File: src/hw/rtl/mhcm_pkg.sv
// shared types, widths and constants of the per-block homography coordinate mapper
// no dependencies; imported by every module of the block
package mhcm_pkg;

  localparam int QUAD_STEP   = 8;
  localparam int COORD_BITS  = 12;
  localparam int MESH_BLOCKS = QUAD_STEP * QUAD_STEP;
  localparam int BLOCK_W     = 6;
  localparam int TABLE_DEPTH = 64;
  localparam int PIX_W       = 12;
  localparam int COEF_W      = 48;
  localparam int OUT_W       = 32;
  localparam int NUM_SLOTS   = 16;
  localparam int SLOT_W      = 4;
  localparam int COORDS      = 4;

  // Q32 sums to a Q16 quotient, with one extra bit for the rounding half
  localparam int FRAC_SHIFT = 17;
  localparam int PROD_W     = COEF_W + COORD_BITS + 1;
  localparam int SUM_W      = PROD_W + 2;
  localparam int NUM_W      = SUM_W + FRAC_SHIFT + 1;
  localparam int DEN_W      = SUM_W + 1;
  localparam int QUOT_W     = 32;
  localparam int REM_W      = DEN_W + QUOT_W;

  localparam int QUEUE_DEPTH = 8;
  localparam int QPTR_W      = $clog2(QUEUE_DEPTH);
  localparam int CNT_W       = $clog2(QUEUE_DEPTH + 1);

  localparam logic [OUT_W-1:0] SAT_MAX = {1'b0, {(OUT_W-1){1'b1}}};
  localparam logic [OUT_W-1:0] SAT_MIN = {1'b1, {(OUT_W-1){1'b0}}};

  typedef enum logic {
    CMD_WRITE = 1'b0,
    CMD_MAP   = 1'b1
  } cmd_t;

  typedef struct packed {
    cmd_t                     cmd;
    logic [BLOCK_W-1:0]       block_index;
    logic                     matrix_select;
    logic [2:0]               coeff_slot;
    logic signed [COEF_W-1:0] coeff_value;
    logic [PIX_W-1:0]         pixel_x;
    logic [PIX_W-1:0]         pixel_y;
  } mhcm_in_t;

  typedef struct packed {
    logic signed [OUT_W-1:0] fwd_x;
    logic signed [OUT_W-1:0] fwd_y;
    logic signed [OUT_W-1:0] inv_x;
    logic signed [OUT_W-1:0] inv_y;
    logic                    fwd_bad;
    logic                    inv_bad;
  } mhcm_out_t;

  // one coordinate's division, as magnitudes and signs
  typedef struct packed {
    logic [SUM_W-1:0] an;
    logic [SUM_W-1:0] ad;
    logic             nneg;
    logic             neg;
  } mhcm_coord_job_t;

  // coordinate order: forward x, forward y, inverse x, inverse y
  typedef struct packed {
    logic                               blk_ok;
    mhcm_coord_job_t [COORDS-1:0]       coord;
  } mhcm_job_t;

endpackage

File: src/hw/rtl/mhcm_queue.sv
// short fifo of division jobs between the front end and the divider
// depends on mhcm_pkg
module mhcm_queue (
  input  logic                clk,
  input  logic                rst,
  input  logic                push,
  input  mhcm_pkg::mhcm_job_t din,
  input  logic                pop,
  output mhcm_pkg::mhcm_job_t dout,
  output logic                empty
);
  import mhcm_pkg::*;

  mhcm_job_t         mem [QUEUE_DEPTH];
  logic [QPTR_W-1:0] wr_ptr, rd_ptr;
  logic [CNT_W-1:0]  cnt;

  function automatic logic [QPTR_W-1:0] bump(input logic [QPTR_W-1:0] p);
    return (p == QPTR_W'(QUEUE_DEPTH - 1)) ? '0 : p + QPTR_W'(1);
  endfunction

  assign empty = (cnt == '0);
  assign dout  = mem[rd_ptr];

  always_ff @(posedge clk) begin
    if (push) begin
      mem[wr_ptr] <= din;
    end
  end

  always_ff @(posedge clk) begin
    if (rst) begin
      wr_ptr <= '0;
      rd_ptr <= '0;
      cnt    <= '0;
    end else begin
      if (push) begin
        wr_ptr <= bump(wr_ptr);
      end
      if (pop) begin
        rd_ptr <= bump(rd_ptr);
      end
      cnt <= cnt + CNT_W'(push) - CNT_W'(pop);
    end
  end

endmodule

File: config.mk
export PLATFORM = sky130hd
export DESIGN_NAME = mhcm_queue
export DESIGN_NICKNAME = d
export VERILOG_FILES = /design/src/hw/rtl/mhcm_pkg.sv /design/src/hw/rtl/mhcm_queue.sv
export SDC_FILE = /design/constraint.sdc
export NUM_CORES = 2
export LEC_CHECK = 0
export BUFFER_PORTS_ARGS = -buffer_cell sky130_fd_sc_hd__buf_2
export CAP_MARGIN = 20
export CORE_UTILIZATION = 46
export CTS_CLUSTER_SIZE = 24
export DETAILED_ROUTE_END_ITERATION = 6
export PLACE_DENSITY = 0.7
export SYNTH_ARGS = -nofsm -noshare
export SYNTH_HDL_FRONTEND = slang
export SYNTH_MEMORY_MAX_BITS = 65536
export SYNTH_SLANG_ARGS = --single-unit
File: constraint.sdc
create_clock -name clk -period 56.5 [get_ports clk]
set_input_delay 11.3 -clock clk [delete_from_list [all_inputs] [get_ports clk]]
set_output_delay 11.3 -clock clk [all_outputs]
set_load 0.005 [all_outputs]
After elaboration in Yosys (flattened, before gate mapping)
Memories as Yosys holds them, arrays and structs flattened. A register that Yosys moved wholly into a read port is not among the register bits.
Index checks and enable logic that the tools add are counted.
- memories kept: 1
- RAM bits: 4104
- input bits: 517
- bits in registers: 10
- output and inout bits: 514
- logic and storage cells: 17
- memory list (name ; words ; bits a word ; read ports ; clocked after memory_dff ; wr ports ; RTL line ; text):
    mem ; 8 ; 513 ; 1 ; 1 ; 1 ; mhcm_queue.sv:14 ; mhcm_job_t mem [QUEUE_DEPTH];
- multiplexer cells: 6
- add/sub/neg operators: 4
- eq/ne operators: 2
- reductions and logical operators: 1
- operators by type and width (kind ; number):
    $mux 3 ; 4
    $add 3x1->3 const B ; 2
    $eq 3x3->1 const B ; 2
    $add 4x1->4 ; 1
    $logic_not 4->1 ; 1
    $sub 4x1->4 ; 1
    $mux 1 ; 2

Longest topological paths before layout
- depth after elaboration: 4
- mapped depth: 7
- gate-level depth less buffers: 7

Worst setup path after synthesis
OpenSTA, ideal clock, no wires.
- path type: input to register
- start point: input port push
- end point: memory mem[0][0] in the netlist's numbering (enable)
- required time: 54.480 ns
- path slack: 8.631 ns
- cell stages on the path: 2
- library setup time: 2.020 ns
- path buffers: 0
- arrival: 45.850 ns
- cells stage by stage: nand2b_1 > nor3_1
- cells in the longest elaborated chain, start to end: 2
- RTL lines (item ; RTL line ; text):
    start, declared ; mhcm_queue.sv:6 ; input logic push,
    $mux 1 ; mhcm_queue.sv:26 ; if (push) begin
    $mux 1 (implied by the code) ; mhcm_queue.sv:27 ; mem[wr_ptr] <= din;
    end, declared ; mhcm_queue.sv:14 ;
No other way between the ends.

==> impl_metrics.yaml <==
sta:
  slew_violations: 0
  finalClockSkew_ns: 0.05443
  relSlewSlack: 0.2210
  post-route-period-util: 0.3256
  tightest_slew_ns: 1.169
  rsz0062_at_grt: "false"
  layout_setup_ws_ns: 38.10
  hold_viol_final: 0
  min_period_ns: 18.40
  fmax_ghz: 0.05436
  fin_setup_tns_ns: 0
  setup_viol: 0
synth:
  synth_warnings: 0
  seq_area_frac_synth: 0.8014
  synthSimpleGateAreaFrac: 0.0009905
  yosys.area.top_type: "edfxtp_1"
  synth_top_area_frac: 0.7997
  synth_top_family_by_area: "multiplexers"
  synth_edf_count: 4104
  synth-adder-area-share: 0.0008606
  synth_cells: 5999
  synth-seq-cells: 4117
  netlist_area_um2: 154100
  syn_area_per_cell_um2: 25.69
  async_flop_share: 0
  ys_top_cells_by_area: "edfxtp_1 (80%), mux4_2 (15%), mux2_2 (3.7%)"
  ys_types: 25
  synth-compound-area-share: 0.0002517
  synthFlopType: "edfxtp_1"
  synth_mux_area_frac: 0.1876
  synth_nets: 6526
  synth_xor_area_frac: 0.00005683
routing:
  vias: 69003
  dr.pass1.iters: 7
  drcViolationCount: 0
  routed_via_density: 5.712
  wl_per_cell_um: 28.48
  ant_nets: 0
  drt_iter0_drc: 6722
  drt-total-wl_um: 344100
clock_tree:
  hold_buffers: 0
  path_clk_slew_ns: 0.06
  clock_sinks: 4117
  clockBufferDepth: 4
  cts_buffers: 404
  clk_latency_ns: 0.96
  htreeDepth: 5
  cts_root_buffer: "clkbuf_16"
  cts_setup_buffers: 0
  cts_tree: "done"
  cts.repair.resized: 0
worst_setup_path:
  cp.arrival_ns: 7.10
  cp.buffers_inverters: 6
  rr_startpoint: "wr_ptr[2]"
  critPathKind: "flop to output pin"
  crit_required_ns: 45.20
  critPathMaxFanout: 135
  slowest_stage: "dfxtp_4"
  rr_worst_depth: 7
  r2r_end: "mem[7][281]"
  slowest_delay_ns: 0.96
  cp.depth: 8
  critPathLaunchType: "flop"
  critPathTopFamily: "buffers and inverters"
  crit_chain: "buf_12 > buf_4 > buf_4 > buf_4 > buf_4 > mux4_2 > mux2_2 > buf_2"
  end_kind: "output pin"
  r2r_setup_slack_ns: 50.95
  path_common_cell: "buf_4"
power:
  p_leak_nw: 55.82
  irDropWorstVdd_mv: 0.04223
  switching_share: 0.2102
  p_per_area_nw_per_um2: 36.35
  internal-power_mw: 5.106
  p_sw_mw: 1.359
  seqPwrFrac: 0.532
  p_clk_frac: 0.406
  p_comb_frac: 0.062
placed_design:
  dp_slack_ns: 39.01
  place_hpwl_um: 203800
  io_buffers: 1030
  gp_congestion: 0.7798
die:
  fp.dieH_um: 580.8
  die_w_um: 580.8
  core.rowCount: 212
  ios: 1031
  die_area_um2: 337300
  core_area_um2: 333400
  initial_core_util: 0.4622
min_path:
  holdCritStartpoint: "rd_ptr[1]"
  hold_depth: 2
  hold_path.class: "flop to flop"
job:
  max_cap_viol_count: 0
global_routing:
  grt_pass1_vias: 70848
  globalRouteMet2Util: 0.3203
  grt_usage: 0.2004
  grt_util_met1: 0.2596
  grt-busiest-layer: "met2"
  antenna_found_initial: 191
  grt_max_degree: 136
  grt_pass1_wl_um: 498000
  gr-total-overflow: 0
  use_met3: 0.07092
finish:
  drive_gt1_frac: 0.4306
  nNetsFinal: 7801
  multi_input_area_um2: 29290
  fillers: 24711
  seq_area_um2: 123500
  area.growth.synth_to_final_pct: 15.42
outcome:
  outcome: "finished, final reports clean"
## cell families after synthesis
group	count (synthesis)
flops	4117
simple gates	30
fa+ha+maj	10
mux	1541
buf+inv	293
xor+xnor	1
compound gates	7
## cell usage after synthesis, drive strengths merged (2+ instances only)
cell and n:
edfxtp 4104, mux4 1026, mux2 513, clkbuf 145, buf 141, dfxtp 13, nor2 11, ha 9
inv 7, nand2b 6, a21oi 5, nand2 3, nor2b 3, mux2i 2, nand3b 2, nor3 2
## routing by layer
metal / up-vias / routed length [µm]
met5: - / 951
met2: 2682 / 166100
met1: 36822 / 131000
met4: 148 / 9373
li1: 28653 / -
met3: 698 / 36610
## worst register-to-register path, stage by stage, from the launching register on
cell and delay (ns):
dfxtp_1 0.50, nand2_1 0.20, nor2_4 0.50, buf_4 0.81, buf_4 0.73, buf_4 0.64
buf_4 0.73, buf_4 0.93
## stage by stage
stage                 util  power [mW]  hold slack (ns)  instance area (µm²)  instances
floorplan                -       3.781           0.4566               154100       5999
global placement    0.4937       3.895           0.4541               164600      11254
detailed placement  0.4937       3.907           0.4777               164600      11254
CTS                 0.5327       6.518           0.4951               177600      11984
global route        0.5330       6.649           0.5209               177700      12022
finish              0.5335       6.465           0.4976               177900      12080
## power groups by stage
stage	Sequential, mW	Clock, mW	Combinational, mW
final	3.44	2.63	0.401
after global routing	3.44	2.78	0.427
after CTS	3.44	2.67	0.406
after detailed placement	3.50	0	0.404
after global placement	3.50	0	0.395
after floorplan	3.57	0	0.216
## flip-flops by register name (all words and copies together) (netlist names), named ones only
| register | count |
|---|---|
| rd_ptr | 3 |
| wr_ptr | 3 |
| mem | 4104 |
| cnt | 4 |
## worst max-delay path by stage
| stage | startpoint | endpoint | slack [ns] |
|---|---|---|---|
| finish | flop | dout[259] | 38.10 |
| global route | flop | dout[287] | 37.55 |
| CTS | flop | dout[287] | 37.96 |
| detailed placement | flop | dout[287] | 39.01 |
| global placement | flop | dout[287] | 39.03 |
| floorplan | push | mem[0][0] | 8.63 |
## cell type report
type,instances,area share
inverters,7,0.0001477
repair buffers,1155,0.03564
diodes,95,0.001337
clock inverters,229,0.01326
clock buffers,501,0.05971
flip-flops and latches,4117,0.6944
multi-input cells,1589,0.1647
well taps,4387,0.03086
## cells in the final DEF (no fill, tap or decap), types with 9 or more instances in the layout
cell type	Yosys	routed
clkinv_16	0	9
mux2_2	513	513
clkbuf_16	0	409
dfxtp_1	13	10
buf_4	0	106
clkinvlp_4	0	13
clkinv_4	0	12
clkbuf_1	145	88
edfxtp_1	4104	4104
clkinv_2	0	69
bufinv_16	0	36
clkinv_1	0	76
diode_2	0	95
buf_2	112	1030
ha_1	9	9
mux4_2	1026	1026
buf_12	0	18
(Power assumes the default switching activity.)
